<file path="src/rtl/assert_macros.svh">
// Assertion helpers shared by the RTL files.
`ifndef ASSERT_MACROS_SVH
`define ASSERT_MACROS_SVH

`ifndef SYNTHESIS
// Check prop at every clock edge outside reset.
`define WCP_ASSERT(lbl, clk, rst_n, prop, msg) \
	lbl: assert property (@(posedge clk) disable iff (!rst_n) prop) else $error(msg);
// Check prop at every clock edge, reset included.
`define WCP_ASSERT_RST(lbl, clk, prop, msg) \
	lbl: assert property (@(posedge clk) prop) else $error(msg);
`else
`define WCP_ASSERT(lbl, clk, rst_n, prop, msg)
`define WCP_ASSERT_RST(lbl, clk, prop, msg)
`endif

`endif

</file>
<file path="src/rtl/wcp_pkg.sv">
package wcp_pkg;

	// Display and window limits
	localparam int unsigned MAX_WIDTH       = 1440;
	localparam int unsigned MAX_HEIGHT      = 512;
	localparam int unsigned MAX_WINDOW      = 191399;
	localparam int unsigned LINE_MODE_LIMIT = 4096;
	localparam int unsigned MIN_DIM         = 32;

	// Register reset values
	localparam int unsigned WINDOW_RESET = 44100;
	localparam int unsigned GAIN_RESET   = 256;
	localparam int unsigned WIDTH_RESET  = 512;
	localparam int unsigned HEIGHT_RESET = 150;

	// Field and datapath widths
	localparam int SAMPLE_W   = 16;
	localparam int ACC_W      = 34;
	localparam int CNT_W      = 18;
	localparam int COL_W      = 11;
	localparam int ROW_W      = 9;
	localparam int GAIN_W     = 10;
	localparam int HGT_W      = 10;
	localparam int M1_W       = 9;
	localparam int PROD_W     = ACC_W + M1_W + GAIN_W;
	localparam int QUOT_W     = 12;
	localparam int FRAC_SHIFT = 23;
	localparam int STEP_W     = 4;
	localparam int CFG_W      = 18;
	localparam int CFG_IDX_W  = 2;

	typedef enum logic [CFG_IDX_W-1:0] {
		REG_WINDOW = 2'd0,
		REG_GAIN   = 2'd1,
		REG_WIDTH  = 2'd2,
		REG_HEIGHT = 2'd3
	} wcp_reg_t;

	// One column job for the multiply-divide unit
	typedef struct packed {
		logic [ACC_W-1:0]  mag;
		logic [M1_W-1:0]   m1;
		logic [CNT_W-1:0]  count;
		logic [GAIN_W-1:0] gain;
	} wcp_job_t;

	typedef struct packed {
		logic              done;
		logic [QUOT_W-1:0] quot;
	} wcp_res_t;

endpackage

</file>
<file path="src/rtl/wcp_in_if.sv">
interface wcp_in_if import wcp_pkg::*; ();
	logic                       valid;
	logic                       ready;
	logic signed [SAMPLE_W-1:0] sample;
	logic                       window_start;

	modport source(output valid, output sample, output window_start, input ready);
	modport sink(input valid, input sample, input window_start, output ready);
endinterface

</file>
<file path="src/rtl/wcp_out_if.sv">
interface wcp_out_if import wcp_pkg::*; ();
	logic             valid;
	logic             ready;
	logic [COL_W-1:0] column;
	logic [ROW_W-1:0] row_top;
	logic [ROW_W-1:0] row_bottom;

	modport source(output valid, output column, output row_top, output row_bottom, input ready);
	modport sink(input valid, input column, input row_top, input row_bottom, output ready);
endinterface

</file>
<file path="src/rtl/wcp_mdu.sv">
`include "assert_macros.svh"

// Iterative unit: |sum| * m1 * gain by shift-add, then >> 23 and a restoring
// divide by the sample count. One adder serves every step.
module wcp_mdu import wcp_pkg::*; (
	input  logic     clk,
	input  logic     arst_n,
	input  logic     start,
	input  wcp_job_t job,
	input  logic     ack,
	output wcp_res_t res
);

	typedef enum logic [4:0] {
		S_IDLE = 5'b00001,
		S_MUL1 = 5'b00010,
		S_MUL2 = 5'b00100,
		S_DIV  = 5'b01000,
		S_DONE = 5'b10000
	} mdu_state_t;

	mdu_state_t        state_q;
	logic [PROD_W-1:0] acc_q;
	logic [PROD_W-1:0] opnd_q;
	logic [GAIN_W-1:0] mplier_q;
	logic [QUOT_W-1:0] quot_q;
	logic [STEP_W-1:0] step_q;
	logic [GAIN_W-1:0] gain_q;
	logic [CNT_W-1:0]  count_q;

	logic [PROD_W-1:0] add_b;
	logic              add_cin;
	logic [PROD_W:0]   add_full;
	logic              carry;
	logic [PROD_W-1:0] acc_mul;

	always_comb begin
		add_cin  = (state_q == S_DIV);
		add_b    = add_cin ? ~opnd_q : opnd_q;
		add_full = {1'b0, acc_q} + {1'b0, add_b} + (PROD_W+1)'(add_cin);
		carry    = add_full[PROD_W];
		acc_mul  = mplier_q[0] ? add_full[PROD_W-1:0] : acc_q;
	end

	always_ff @(posedge clk or negedge arst_n) begin
		if (!arst_n) begin
			state_q <= S_IDLE;
		end else begin
			case (state_q)
				S_IDLE: if (start) state_q <= S_MUL1;
				S_MUL1: if (step_q == '0) state_q <= S_MUL2;
				S_MUL2: if (step_q == '0) state_q <= S_DIV;
				S_DIV:  if (step_q == '0) state_q <= S_DONE;
				S_DONE: if (ack) state_q <= S_IDLE;
				default: state_q <= S_IDLE;
			endcase
		end
	end

	always_ff @(posedge clk) begin
		case (state_q)
			S_IDLE: begin
				if (start) begin
					acc_q    <= '0;
					opnd_q   <= PROD_W'(job.mag);
					mplier_q <= GAIN_W'(job.m1);
					step_q   <= STEP_W'(M1_W - 1);
					gain_q   <= job.gain;
					count_q  <= job.count;
				end
			end
			S_MUL1: begin
				if (step_q == '0) begin
					opnd_q   <= acc_mul;
					acc_q    <= '0;
					mplier_q <= gain_q;
					step_q   <= STEP_W'(GAIN_W - 1);
				end else begin
					acc_q    <= acc_mul;
					opnd_q   <= opnd_q << 1;
					mplier_q <= mplier_q >> 1;
					step_q   <= step_q - 1'b1;
				end
			end
			S_MUL2: begin
				if (step_q == '0) begin
					acc_q  <= acc_mul >> FRAC_SHIFT;
					opnd_q <= PROD_W'(count_q) << (QUOT_W - 1);
					quot_q <= '0;
					step_q <= STEP_W'(QUOT_W - 1);
				end else begin
					acc_q    <= acc_mul;
					opnd_q   <= opnd_q << 1;
					mplier_q <= mplier_q >> 1;
					step_q   <= step_q - 1'b1;
				end
			end
			S_DIV: begin
				// keep the difference only when it did not borrow
				if (carry) acc_q <= add_full[PROD_W-1:0];
				quot_q <= {quot_q[QUOT_W-2:0], carry};
				opnd_q <= opnd_q >> 1;
				if (step_q != '0) step_q <= step_q - 1'b1;
			end
			default: ;
		endcase
	end

	assign res.done = (state_q == S_DONE);
	assign res.quot = quot_q;

	`WCP_ASSERT(a_start_idle, clk, arst_n, start |-> state_q == S_IDLE, "job started while busy")
	`WCP_ASSERT(a_hold_result, clk, arst_n, res.done && !ack |=> res.done && $stable(res.quot), "result dropped")
	`WCP_ASSERT(a_div_bound, clk, arst_n, state_q == S_DIV |-> acc_q < (opnd_q << 1), "quotient overflow")

endmodule

</file>
<file path="src/rtl/waveform_column_plotter.sv">
// A sample that closes a column inside the display width starts a job in the shared unit
// (9 + 10 multiply steps, 12 divide steps); its span shows on spans once the unit hands the
// result to the output register. A column closed past the display width emits nothing.
// Throughput: one sample per cycle while no column is in the unit; samples is held off from
// each emitted column until its result is handed over, longer while a finished span waits on
// spans. Reset (arst_n low) clears all accumulators and control state and loads the register reset values.
`include "assert_macros.svh"

module waveform_column_plotter import wcp_pkg::*; (
	input  logic                 clk,
	input  logic                 arst_n,
	input  logic                 cfg_we,
	input  logic [CFG_IDX_W-1:0] cfg_index,
	input  logic [CFG_W-1:0]     cfg_data,
	wcp_in_if.sink               samples,
	wcp_out_if.source            spans
);

	// Configuration registers
	logic [CNT_W-1:0]  window_q;
	logic [GAIN_W-1:0] gain_q;
	logic [COL_W-1:0]  width_q;
	logic [HGT_W-1:0]  height_q;

	// Window accumulators
	logic signed [ACC_W-1:0] sum_q;
	logic [ACC_W-1:0]        abs_q;
	logic [CNT_W-1:0]        cnt_q;
	logic [CNT_W-1:0]        pos_q;
	logic [COL_W-1:0]        col_q;

	// Job in flight
	logic             busy_q;
	logic [COL_W-1:0] col_job_q;
	logic [HGT_W-1:0] hgt_job_q;
	logic             line_job_q;
	logic             neg_job_q;

	// Output register
	logic             out_valid_q;
	logic [COL_W-1:0] out_col_q;
	logic [ROW_W-1:0] out_top_q;
	logic [ROW_W-1:0] out_bot_q;

	// Clamped settings
	logic [COL_W-1:0] w_cl;
	logic [HGT_W-1:0] h_cl;
	logic [CNT_W-1:0] z_cl;
	logic             line_mode;
	logic [M1_W-1:0]  mid_cl;

	// Accept-cycle datapath
	logic                    take;
	logic signed [ACC_W-1:0] s_ext;
	logic [ACC_W-1:0]        s_abs;
	logic signed [ACC_W-1:0] base_sum;
	logic [ACC_W-1:0]        base_abs;
	logic [CNT_W-1:0]        base_cnt;
	logic [CNT_W-1:0]        base_pos;
	logic [COL_W-1:0]        base_col;
	logic signed [ACC_W-1:0] sum_nxt;
	logic [ACC_W-1:0]        abs_nxt;
	logic [CNT_W-1:0]        cnt_nxt;
	logic                    closing;
	logic                    emit;
	logic [CNT_W-1:0]        pos_sub;
	logic [CNT_W:0]          pos_add;
	logic [CNT_W-1:0]        pos_nxt;
	logic                    sum_neg;

	// Unit handshake
	wcp_job_t job;
	wcp_res_t res;
	logic     load;

	// Span mapping
	logic [M1_W-1:0]         mid_job;
	logic [M1_W-1:0]         m1_job;
	logic [HGT_W-1:0]        hi_job;
	logic signed [13:0]      defl;
	logic signed [13:0]      row_dot;
	logic [ROW_W-1:0]        dot_row;
	logic [M1_W-1:0]         amp;
	logic [ROW_W-1:0]        line_top;
	logic [HGT_W-1:0]        line_bot;

	always_comb begin
		w_cl = width_q;
		if (width_q < COL_W'(MIN_DIM)) w_cl = COL_W'(MIN_DIM);
		else if (width_q > COL_W'(MAX_WIDTH)) w_cl = COL_W'(MAX_WIDTH);

		h_cl = height_q;
		if (height_q < HGT_W'(MIN_DIM)) h_cl = HGT_W'(MIN_DIM);
		else if (height_q > HGT_W'(MAX_HEIGHT)) h_cl = HGT_W'(MAX_HEIGHT);

		z_cl = window_q;
		if (window_q < CNT_W'(MIN_DIM)) z_cl = CNT_W'(MIN_DIM);
		else if (window_q > CNT_W'(MAX_WINDOW)) z_cl = CNT_W'(MAX_WINDOW);

		line_mode = (z_cl > CNT_W'(LINE_MODE_LIMIT));
		mid_cl    = h_cl[HGT_W-1:1];
	end

	// Fold the sample in; a window start clears everything first.
	always_comb begin
		take     = samples.valid && samples.ready;
		s_ext    = ACC_W'(samples.sample);
		s_abs    = samples.sample[SAMPLE_W-1] ? ACC_W'(-s_ext) : ACC_W'(s_ext);
		base_sum = samples.window_start ? '0 : sum_q;
		base_abs = samples.window_start ? '0 : abs_q;
		base_cnt = samples.window_start ? '0 : cnt_q;
		base_pos = samples.window_start ? '0 : pos_q;
		base_col = samples.window_start ? '0 : col_q;

		sum_nxt = base_sum + s_ext;
		abs_nxt = base_abs + s_abs;
		cnt_nxt = (base_cnt == '1) ? base_cnt : base_cnt + 1'b1;

		// position is tested before it advances
		closing = (base_pos > z_cl);
		emit    = closing && (base_col < w_cl);
		pos_sub = closing ? base_pos - z_cl : base_pos;
		pos_add = {1'b0, pos_sub} + (CNT_W+1)'(w_cl);
		pos_nxt = pos_add[CNT_W] ? '1 : pos_add[CNT_W-1:0];
		sum_neg = sum_nxt[ACC_W-1];

		job.mag   = line_mode ? abs_nxt : (sum_neg ? ACC_W'(-sum_nxt) : ACC_W'(sum_nxt));
		job.m1    = mid_cl - 1'b1;
		job.count = cnt_nxt;
		job.gain  = gain_q;
	end

	wcp_mdu u_mdu (
		.clk    (clk),
		.arst_n (arst_n),
		.start  (take && emit),
		.job    (job),
		.ack    (load),
		.res    (res)
	);

	// Map the quotient to rows about mid-height.
	always_comb begin
		mid_job = hgt_job_q[HGT_W-1:1];
		m1_job  = mid_job - 1'b1;
		hi_job  = hgt_job_q - 1'b1;

		defl    = neg_job_q ? -$signed(14'(res.quot)) : $signed(14'(res.quot));
		row_dot = $signed(14'(mid_job)) - defl;
		if (row_dot < 14'sd1) dot_row = ROW_W'(1);
		else if (row_dot > $signed(14'(hi_job))) dot_row = ROW_W'(hi_job);
		else dot_row = ROW_W'(row_dot);

		amp      = (res.quot > QUOT_W'(m1_job)) ? m1_job : M1_W'(res.quot);
		line_top = ROW_W'(mid_job - amp);
		line_bot = HGT_W'(mid_job) + HGT_W'(amp);

		// hand the result over once the output register is free
		load = res.done && (!out_valid_q || spans.ready);
	end

	// Configuration writes
	always_ff @(posedge clk or negedge arst_n) begin
		if (!arst_n) begin
			window_q <= CNT_W'(WINDOW_RESET);
			gain_q   <= GAIN_W'(GAIN_RESET);
			width_q  <= COL_W'(WIDTH_RESET);
			height_q <= HGT_W'(HEIGHT_RESET);
		end else if (cfg_we) begin
			case (wcp_reg_t'(cfg_index))
				REG_WINDOW: window_q <= cfg_data[CNT_W-1:0];
				REG_GAIN:   gain_q   <= cfg_data[GAIN_W-1:0];
				REG_WIDTH:  width_q  <= cfg_data[COL_W-1:0];
				REG_HEIGHT: height_q <= cfg_data[HGT_W-1:0];
				default: ;
			endcase
		end
	end

	// Accumulators and control
	always_ff @(posedge clk or negedge arst_n) begin
		if (!arst_n) begin
			sum_q       <= '0;
			abs_q       <= '0;
			cnt_q       <= '0;
			pos_q       <= '0;
			col_q       <= '0;
			busy_q      <= 1'b0;
			out_valid_q <= 1'b0;
		end else begin
			if (take) begin
				pos_q <= pos_nxt;
				if (closing) begin
					// drop the column's sums; advance the index only when shown
					sum_q <= '0;
					abs_q <= '0;
					cnt_q <= '0;
					col_q <= emit ? base_col + 1'b1 : base_col;
				end else begin
					sum_q <= sum_nxt;
					abs_q <= abs_nxt;
					cnt_q <= cnt_nxt;
					col_q <= base_col;
				end
				if (emit) busy_q <= 1'b1;
			end
			if (load) begin
				busy_q      <= 1'b0;
				out_valid_q <= 1'b1;
			end else if (spans.ready) begin
				out_valid_q <= 1'b0;
			end
		end
	end

	// Job and output payload
	always_ff @(posedge clk) begin
		if (take && emit) begin
			col_job_q  <= base_col;
			hgt_job_q  <= h_cl;
			line_job_q <= line_mode;
			neg_job_q  <= sum_neg;
		end
		if (load) begin
			out_col_q <= col_job_q;
			out_top_q <= line_job_q ? line_top : dot_row;
			out_bot_q <= line_job_q ? line_bot[ROW_W-1:0] : dot_row;
		end
	end

	// Hold samples off while a column is in the unit.
	assign samples.ready    = !busy_q;
	assign spans.valid      = out_valid_q;
	assign spans.column     = out_col_q;
	assign spans.row_top    = out_top_q;
	assign spans.row_bottom = out_bot_q;

	`WCP_ASSERT(a_done_busy, clk, arst_n, res.done |-> busy_q, "unit result without a job")
	`WCP_ASSERT(a_rows_ordered, clk, arst_n, spans.valid |-> spans.row_top <= spans.row_bottom, "span upside down")
	`WCP_ASSERT(a_col_bound, clk, arst_n, col_q <= COL_W'(MAX_WIDTH), "column index past widest display")
	`WCP_ASSERT_RST(a_reset_quiet, clk, !arst_n |-> !spans.valid, "span shown in reset")

endmodule

</file>
<file path="src/flat_wrapper.sv">
// flat-port wrapper written by rule: the top's interface ports become plain ports
module waveform_column_plotter_flat import wcp_pkg::*;
  (clk, arst_n, cfg_we, cfg_index, cfg_data, samples_valid, samples_sample, samples_window_start, samples_ready, spans_valid, spans_column, spans_row_top, spans_row_bottom, spans_ready);
  wcp_in_if samples_i ();
  wcp_out_if spans_i ();
  input  logic clk;
  input  logic arst_n;
  input  logic cfg_we;
  input  logic [CFG_IDX_W-1:0] cfg_index;
  input  logic [CFG_W-1:0] cfg_data;
  input wire logic [$bits(samples_i.valid)-1:0] samples_valid;
  input wire logic [$bits(samples_i.sample)-1:0] samples_sample;
  input wire logic [$bits(samples_i.window_start)-1:0] samples_window_start;
  output wire logic [$bits(samples_i.ready)-1:0] samples_ready;
  output wire logic [$bits(spans_i.valid)-1:0] spans_valid;
  output wire logic [$bits(spans_i.column)-1:0] spans_column;
  output wire logic [$bits(spans_i.row_top)-1:0] spans_row_top;
  output wire logic [$bits(spans_i.row_bottom)-1:0] spans_row_bottom;
  input wire logic [$bits(spans_i.ready)-1:0] spans_ready;
  assign samples_i.valid = samples_valid;
  assign samples_i.sample = samples_sample;
  assign samples_i.window_start = samples_window_start;
  assign samples_ready = samples_i.ready;
  assign spans_valid = spans_i.valid;
  assign spans_column = spans_i.column;
  assign spans_row_top = spans_i.row_top;
  assign spans_row_bottom = spans_i.row_bottom;
  assign spans_i.ready = spans_ready;
  waveform_column_plotter u_core (.clk(clk), .arst_n(arst_n), .cfg_we(cfg_we), .cfg_index(cfg_index), .cfg_data(cfg_data), .samples(samples_i), .spans(spans_i));
endmodule
</file>
<file path="config.mk">
export PLATFORM = sky130hd
export DESIGN_NAME = waveform_column_plotter_flat
export DESIGN_NICKNAME = d
export VERILOG_FILES = /design/src/rtl/wcp_pkg.sv /design/src/rtl/wcp_in_if.sv /design/src/rtl/wcp_out_if.sv /design/src/rtl/wcp_mdu.sv /design/src/rtl/waveform_column_plotter.sv /design/src/flat_wrapper.sv
export VERILOG_INCLUDE_DIRS = /design/src /design/src/rtl
export SDC_FILE = /design/constraint.sdc
export NUM_CORES = 1
export LEC_CHECK = 0
export BUFFER_PORTS_ARGS = -buffer_cell sky130_fd_sc_hd__buf_2
export CAP_MARGIN = 10
export CORE_MARGIN = 1.5
export CORE_UTILIZATION = 60
export CTS_CLUSTER_SIZE = 8
export DETAILED_ROUTE_END_ITERATION = 7
export MAX_ROUTING_LAYER = met4
export PLACE_DENSITY = 0.87
export SYNTH_ARGS = -nofsm -noshare
export SYNTH_HDL_FRONTEND = slang
export SYNTH_SLANG_ARGS = --single-unit
</file>
<file path="constraint.sdc">
create_clock -name clk -period 9.5 [get_ports clk]
set_input_delay 1.425 -clock clk [delete_from_list [all_inputs] [get_ports clk]]
set_output_delay 1.425 -clock clk [all_outputs]
set_load 0.005 [all_outputs]
</file>
==> results by group, run 1 <==
Status
  • Status: completed

Clock tree
  • CTS tree: done
  • Post-CTS sizing: 0
  • Clk sinks: around 380
  • Clock-pin slew on the worst setup and hold paths: 0.06 ns
  • Root Buffer: clkbuf_16
  • Max Buffers Root-to-Sink: 3
  • Post-CTS Setup Inserts: 0
  • Hold_buf cts: 0
  • Worst skew pair latency: 0.66 ns
  • H-tree levels: 2
  • TritonCTS Buffers: 54

STA
  • Setup tns final: 0 ns
  • Final Max Slew Viols: 0
  • Endpoints failing setup: 0
  • Hold Fails Final Rpt: 0
  • Worst Tran Pin Value: 1.15 ns
  • Setup WS post-layout: 1.55 ns
  • Period minus WS final: around 8.0 ns
  • Clock Skew: slightly below 0.09 ns
  • RSZ-0062 raised after global routing: no
  • Fmax: 0.126 GHz
  • Rel. slew slack: 23.3%
  • Crit share post-route: ~84%

Setup path
  • CP max stage cell: o211ai_1
  • Worst R2R Setup Slack: 1.55 ns
  • Crit. End Element: flip-flop
  • Number of cells on the worst reg-to-reg path: 30
  • R2R Path End: u_core.pos_q[4]
  • Crit path largest cell delay: 0.87 ns
  • Startpoint types: flip-flop
  • Worst-path maximum fanout: 16
  • Worst Path Required: ~10 ns
  • R2R Path Start: u_core.window_q[4]
  • Worst EP arrival: 8.42 ns
  • Critical Setup Path Class: flip-flop to flip-flop

GRT
  • GRT Overall Usage: 34.7%
  • Global routing usage on met2: between 50% and 60%
  • GRT overflow: 0
  • First-pass GRT wire length: 137000 um
  • Met3 Use GR: 4.40%
  • Number of global-route vias before repair: 25446
  • Largest net degree at the start of global routing: between 70 and 80
  • Busiest grt layer: met2
  • Initial antenna violation count: 0
  • Met1 usage: 46.2%

Route
  • Drt initial violations: 3194
  • Via-to-Cell Ratio: 6.62
  • First-pass DRT Iterations: 8
  • Wirelength, routed: 86800 um
  • Via count: 26925
  • DR WL/cell: approximately 21 um
  • DR DRC count: 0
  • Routed Antenna Nets: 0

Synthesis
  • Dominant synthesized flop cell: edfxtp_1
  • Post-synth EDFFs: 211
  • Synthesized area: roughly 30000 um^2
  • Async SR Flop Fraction: 44.8%
  • Synth Register Bits: about 380
  • Yosys warns: 0
  • Sequential-to-total area share from yosys stat: a little over a third
  • Syn Inst Count: approximately 3300
  • Syn_area_per_cell: 9.07 um^2
  • Distinct cell type count after synthesis: 102

Layout
  • Fill count: 3871
  • N_diodes: 0
  • Final layout net count: 3673
  • Layout cell share with drive strength beyond 1: 8.96%
  • Final core utilization: 66.5%
  • Area grow syn2layout: 8.71%

Die
  • Die span in x: 227 um
  • I/O pins: 73
  • Die area: about 50000 um^2
  • Die H: 227 um
  • Initial Util: between 60% and 70%
  • FP Rows: 81
  • Core area: 49300 um^2

Hold path
  • Hold Crit Depth: 0
  • Min-Delay Path Class: flip-flop to flip-flop
  • Hold Path End: u_core.spans.column[2]
  • Hold Path Origin: u_core.col_job_q[2]

Pwr
  • Total Power: 0.00665 W
  • Lkg Pwr: approximately 14 nW
  • Power Dens Cells: 203 nW/um^2
  • Maximum VDD drop: 0.205 mV

Placed design
  • Pre-CTS setup slack: 1.76 ns
  • Placer's final routability congestion estimate: 0.991
  • Final HPWL DP: 61200 um
  • # port buffers: 72

Flow run
  • Max-Cap Viols: 0
[synthesized netlist by cell type (17+ instances only)]
library cell / count / share of area (%)
mux2i_1: 41 / 1.4
a211oi_1: 26 / 0.65
and3_1: 18 / 0.37
ha_1: 265 / 11
o22ai_1: 18 / 0.37
a221oi_1: 30 / 0.87
inv_1: 100 / 1.2
o21bai_1: 28 / 0.70
nand2_1: 358 / 4.5
edfxtp_1: 211 / 21
a22o_1: 49 / 1.4
and2_1: 26 / 0.54
dfrtp_1: 158 / 13
clkbuf_1: 117 / 1.5
nand3_1: 63 / 1.0
a31oi_1: 29 / 0.60
o21ai_0: 224 / 3.7
o31ai_1: 32 / 0.80
o221ai_1: 17 / 0.49
nor2_1: 233 / 2.9
mux2_2: 61 / 2.3
o211ai_1: 23 / 0.57
nand4_1: 39 / 0.81
xnor2_1: 126 / 3.7
o21a_1: 22 / 0.55
xor2_1: 124 / 3.6
or3_1: 21 / 0.44
a21oi_1: 264 / 4.4
a21o_1: 75 / 1.9
nand2b_1: 46 / 0.96
nor2b_1: 128 / 2.7
nor3_1: 52 / 0.86
[flip-flops by register name (all words and copies together) (netlist names), 11 cells and up]
signal,flops
u_core.spans.column,11
u_core.window_q,18
u_core.col_job_q,11
u_core.sum_q,34
u_core.pos_q,18
u_core.u_mdu.acc_q,53
u_core.cnt_q,18
u_core.col_q,11
u_core.u_mdu.opnd_q,53
u_core.u_mdu.count_q,18
u_core.abs_q,34
u_core.width_q,11
u_core.u_mdu.quot_q,12
[layout by cell type (no fill, tap or decap), types with 30 or more instances in the layout]
cell	synthesis	routed
nand2_1	358	356
ha_1	265	265
a21oi_1	264	263
nor2_1	233	226
o21ai_0	224	224
edfxtp_1	211	211
dfrtp_1	158	158
nor2b_1	128	127
xnor2_1	126	126
xor2_1	124	124
inv_1	100	99
a21o_1	75	75
buf_2	5	70
nand3_1	63	63
mux2_2	61	61
clkbuf_16	0	54
nor3_1	52	52
a22o_1	49	49
nand2b_1	46	46
mux2i_1	41	41
clkbuf_1	117	41
nand4_1	39	39
buf_4	2	36
o31ai_1	32	32
a221oi_1	30	30
[power by group]
group          internal, W  switching, W
sequential         0.00203      0.000158
combinational      0.00100       0.00158
clock              0.00108      0.000798
[routing by layer]
layer / part of all wire [%] / wire length, um
met1: 41 / 35300
met4: 4.5 / 3900
met2: 45 / 39400
met5: 0 / 0
met3: 9.5 / 8200
[worst max path at each step]
stage	from	end	slack (ns)
after floorplan	samples_window_start	u_core.u_mdu.acc_q[0]	0.31
after global placement	samples_window_start	u_core.pos_q[1]	1.92
after detailed placement	u_core.window_q[4]	u_core.pos_q[1]	1.76
after CTS	u_core.window_q[4]	u_core.pos_q[4]	1.66
after global routing	u_core.window_q[4]	u_core.pos_q[4]	0.80
final	u_core.window_q[4]	u_core.pos_q[4]	1.55
[layout make-up]
cell class              count  area, um^2  share of cell area (%)
clock inverters             5        88.8                   0.271
multi-input cells        2710       18600                    57.0
flip-flops and latches    382       10600                    32.5
inverters                 103         388                    1.18
repair buffers            107         632                    1.93
clock buffers              96        1520                    4.64
well taps                 664         831                    2.54
[kinds of logic after synthesis]
logic type,share of synthesized area [%]
fa+ha+maj,11.5
flops,35.3
buf+inv,3.16
compound gates,21.8
other cells,0.0125
mux,3.64
xor+xnor,7.27
simple gates,17.3
[through the flow]
| step | area [um^2] | hold slack [ns] | cells |
|---|---|---|---|
| 2_1_floorplan | 30200 | 0.400 | 3336 |
| 3_3_place_gp | 31100 | 0.404 | 3966 |
| 3_5_place_dp | 31100 | 0.408 | 3966 |
| 4_1_cts | 32700 | 0.425 | 4067 |
| 5_1_grt | 32700 | 0.437 | 4067 |
| 6_report | 32700 | 0.427 | 4067 |
[worst max-delay path, delay by kind of cell (launching register included)]
family,cells,cell delay [ns]
flops,1,0.39
mux,1,0.18
buf+inv,1,0.07
compound gates,14,3.44
fa+ha+maj,3,0.83
simple gates,11,2.87
Power figures use the tool's default switching activity.
==> run 2, diff against run 1 <==
--- a/config.mk
+++ b/config.mk
@@ -6,14 +6,15 @@
 export SDC_FILE = /design/constraint.sdc
 export NUM_CORES = 1
 export LEC_CHECK = 0
+export ABC_AREA = 1
 export BUFFER_PORTS_ARGS = -buffer_cell sky130_fd_sc_hd__buf_2
 export CAP_MARGIN = 10
 export CORE_MARGIN = 1.5
-export CORE_UTILIZATION = 60
+export CORE_UTILIZATION = 59
 export CTS_CLUSTER_SIZE = 8
 export DETAILED_ROUTE_END_ITERATION = 7
 export MAX_ROUTING_LAYER = met4
-export PLACE_DENSITY = 0.87
+export PLACE_DENSITY = 0.89
 export SYNTH_ARGS = -nofsm -noshare
 export SYNTH_HDL_FRONTEND = slang
 export SYNTH_SLANG_ARGS = --single-unit
==> constraint.sdc (replaced) <==
create_clock -name clk -period 7.3 [get_ports clk]
set_input_delay 1.095 -clock clk [delete_from_list [all_inputs] [get_ports clk]]
set_output_delay 1.095 -clock clk [all_outputs]
set_load 0.005 [all_outputs]
==> run 2 against run 1 <==
Against the previous run:
- the run now ends with DRC left
- highest routed layer unchanged
- sequential cell count unchanged
- synthesized area up 11%
- total power up 88%
- clock power up 32%
- first-iteration DRC count up 17%
- clock skew down 0.039 ns
- maximum frequency up 42%
- critical path depth down 7
==> results by group, run 2 <==
Synthesis
  • Yosys top cell area share: 19.0% (-2.0 points)
  • Synthesized area: 33400 um^2 (+11%)
  • Sequential-to-total area share from yosys stat: 31.9% (-3.4 points)
  • Top post-synthesis cells by area: edfxtp_1 19%, nand2_1 13%, dfrtp_1 12%
  • Synth top cells by count: 1147 x nand2_1, 647 x inv_1, 579 x nor2_1, 307 x a21oi_1, 295 x o21ai_0
  • Most numerous cell in the Yosys netlist: nand2_1
  • Distinct cell type count after synthesis: 76 (-25%)
  • Yosys top cell by area: edfxtp_1
  • Post-synth EDFFs: 211 (unchanged)
  • Dominant synthesized flop cell: edfxtp_1
  • Yosys warns: 0 (unchanged)
  • Synth Register Bits: 382 (unchanged)
  • Syn Inst Count: 4765 (+44%)
  • Async SR Flop Fraction: 44.8% (unchanged)
  • Syn_area_per_cell: 7.00 um^2 (-23%)

Setup path
  • Worst EP arrival: 5.97 ns (-2.45 ns)
  • Critical Path End: u_core.spans.row_top[8]
  • Start point of the critical path: u_core.hgt_job_q[1]
  • Startpoint types: flip-flop
  • Worst-path maximum fanout: 18 (+2)
  • CP dominant cell by count: o21ai_0
  • Crit path largest cell delay: 0.85 ns (-0.02 ns)
  • CP max stage cell: a21oi_1
  • R2R Path Start: u_core.hgt_job_q[1]
  • R2R Path End: u_core.spans.row_top[8]
  • Crit. End Element: flip-flop
  • CP Depth: 23 (-23%)
  • Worst Path Required: 7.65 ns (-2.32 ns)
  • Number of cells on the worst reg-to-reg path: 23 (-23%)
  • CP Cell Sequence: inv_1 > ha_1 > inv_1 > nor2_1 > and3_1 > xor2_1 > ha_1 > nand2_1 > nor3_1 > nand4_1 > a21oi_1 > o21ai_0 > ha_1 > inv_1 > a21oi_1 > o21ai_0 > a21oi_1 > o21ai_0 > nand2_1 > a21oi_1 > o21ai_0 > nand2_1 > o21ai_0
  • Critical Setup Path Class: flip-flop to flip-flop
  • Critical path's top delay family: compound AO/OA/AOI/OAI gates
  • Worst R2R Setup Slack: 1.68 ns (+0.13 ns)
  • Worst path bufs/invs: 3 (+2)

STA
  • Endpoints failing setup: 0 (unchanged)
  • Fmax: 0.178 GHz (+42%)
  • RSZ-0062 raised after global routing: no
  • Final Max Slew Viols: 0 (unchanged)
  • Crit share post-route: 77.0% (-6.7 points)
  • Hold Fails Final Rpt: 0 (unchanged)
  • Worst Tran Pin Value: 1.18 ns (+0.0277 ns)
  • Setup tns final: 0 ns (unchanged)
  • Hold Slack: 0.417 ns (-0.0102 ns)
  • Period minus WS final: 5.62 ns (-2.33 ns)
  • Rel. slew slack: 21.4% (-1.9 points)
  • Setup WS post-layout: 1.68 ns (+0.133 ns)
  • Clock Skew: 0.0477 ns (-0.0388 ns)

Die
  • Core area: 55500 um^2 (+13%)
  • Die H: 241 um (+6.1%)
  • Die area: 58000 um^2 (+12%)
  • FP Rows: 86 (+6.2%)
  • Die span in x: 241 um (+6.1%)
  • I/O pins: 73 (unchanged)
  • Initial Util: 60.1% (-1.1 points)

GRT
  • First-pass GRT wire length: 166000 um (+21%)
  • Initial antenna violation count: 3 (+3)
  • Number of global-route vias before repair: 30954 (+22%)
  • GRT overflow: 0 (unchanged)
  • GRT Overall Usage: 37.5% (+2.8 points)
  • Largest net degree at the start of global routing: 74 (unchanged)

Route
  • First-pass DRT Iterations: 8 (unchanged)
  • Via count: 33040 (+23%)
  • Wirelength, routed: 105000 um (+22%)
  • DR DRC count: 7 (+7)
  • DR WL/cell: 18.8 um (-12%)
  • Drt initial violations: 3750 (+17%)
  • Via-to-Cell Ratio: 5.89 (-11%)
  • Routed Antenna Nets: 0 (unchanged)

Layout
  • Top flop regs: u_core.u_mdu.acc_q: 53 flops, u_core.u_mdu.opnd_q: 53 flops
  • Area grow syn2layout: 8.23%
  • Most frequent cells in the layout: 1147 x nand2_1, 643 x inv_1, 574 x nor2_1, 307 x a21oi_1, 295 x o21ai_0
  • Fill count: 4913 (+27%)
  • Final cell count without fillers: 5609 (+38%)
  • Layout cell share with drive strength beyond 1: 6.20% (-2.8 points)
  • Commonest non-fill, non-tap cell in the layout: nand2_1
  • Final layout net count: 5124 (+40%)

Status
  • Status: finished with violations
  • Failing checks: DRC

Clock tree
  • Clock-pin slew on the worst setup and hold paths: 0.05 ns (about the same)
  • Root Buffer: clkbuf_16
  • CTS tree: done
  • Post-CTS Setup Inserts: 0 (unchanged)
  • TritonCTS Buffers: 55 (+1.9%)
  • H-tree levels: 2 (unchanged)
  • Post-CTS sizing: 0 (unchanged)
  • Clk sinks: 382 (unchanged)
  • Max Buffers Root-to-Sink: 3 (unchanged)
  • Hold_buf cts: 0 (unchanged)
  • Worst skew pair latency: 0.65 ns (about the same)

Placed design
  • Placer's final routability congestion estimate: 1.03 (+4.3%)
  • Final HPWL DP: 79700 um (+30%)
  • Pre-CTS setup slack: 1.22 ns (-0.532 ns)
  • Placed Instances: 5500 (+39%)
  • # port buffers: 72 (unchanged)

Pwr
  • Maximum VDD drop: 0.242 mV (+18%)
  • Lkg Pwr: 17.0 nW (+23%)
  • Power Dens Cells: 346 nW/um^2 (+71%)

Hold path
  • Min-Delay Path Class: flip-flop to flip-flop
  • Hold Path Origin: u_core.col_job_q[10]

Flow run
  • Max-Cap Viols: 0 (unchanged)
[run 2: cell types whose count changed after synthesis, sizes merged, moves of 38 or more]
cell and change:
a21o -58, a21oi +51, a22o -46, inv +564, mux2 -57, nand2 +804
nand2b -46, nand3 +227, nor2 +363, nor2b -128, o21ai +76, o22ai +38
xnor2 -71
[run 2: power by group]
group	switching, W	internal [W]	leakage, nW
Sequential	0.000321	0.00296	4.05
Clock	0.00104	0.00144	0.783
Combinational	0.00459	0.00215	12.1
[run 2: kinds of logic after synthesis]
group                    count (synthesis)  synth area share [%]
flip-flops                             382                  31.9
multiplexers                             8                 0.255
other                                    1                0.0112
AO/OA/AOI/OAI                          882                  15.3
buffers and inverters                  790                  9.09
XOR/XNOR                               164                  4.33
adder cells (fa/ha/maj)                273                  10.4
AND/OR/NAND/NOR                       2265                  28.7
[run 2: layer usage]
metal / track usage, % / part of all wire [%]
met1: 48.4 / 42
met2: 58.8 / 45
met3: 4.85 / 8.3
met4: 17.3 / 4.9
met5: - / 0
[run 2: worst min-delay path by stage]
stage / end / slack [ns] / cells past startpoint
after floorplan: u_core.spans.column[0] / 0.40 / 0
after global placement: u_core.spans.column[2] / 0.42 / 0
after detailed placement: u_core.spans.column[8] / 0.41 / 0
after CTS: u_core.spans.column[10] / 0.42 / 0
after global routing: u_core.spans.column[10] / 0.44 / 0
final: u_core.spans.column[10] / 0.42 / 0
[run 2: area by class of cell]
class | count | area, um^2 | area share (%)
sequential | 382 | 10600 | 29.4
clock inverter | 6 | 108 | 0.298
tap | 748 | 936 | 2.59
antenna | 5 | 12.5 | 0.0347
clock buffer | 98 | 1560 | 4.31
multi-input combinational | 3609 | 19800 | 54.8
timing repair buffer | 94 | 547 | 1.51
inverter | 667 | 2510 | 6.95
[run 2: per-stage QoR]
step	instance area (um^2)	utilization [%]	total power, W
2_1_floorplan	33500	-	0.00811
3_3_place_gp	34400	62.0	0.00967
3_5_place_dp	34400	62.0	0.00978
4_1_cts	36100	65.0	0.0123
5_1_grt	36100	65.0	0.0134
6_report	36100	65.0	0.0125
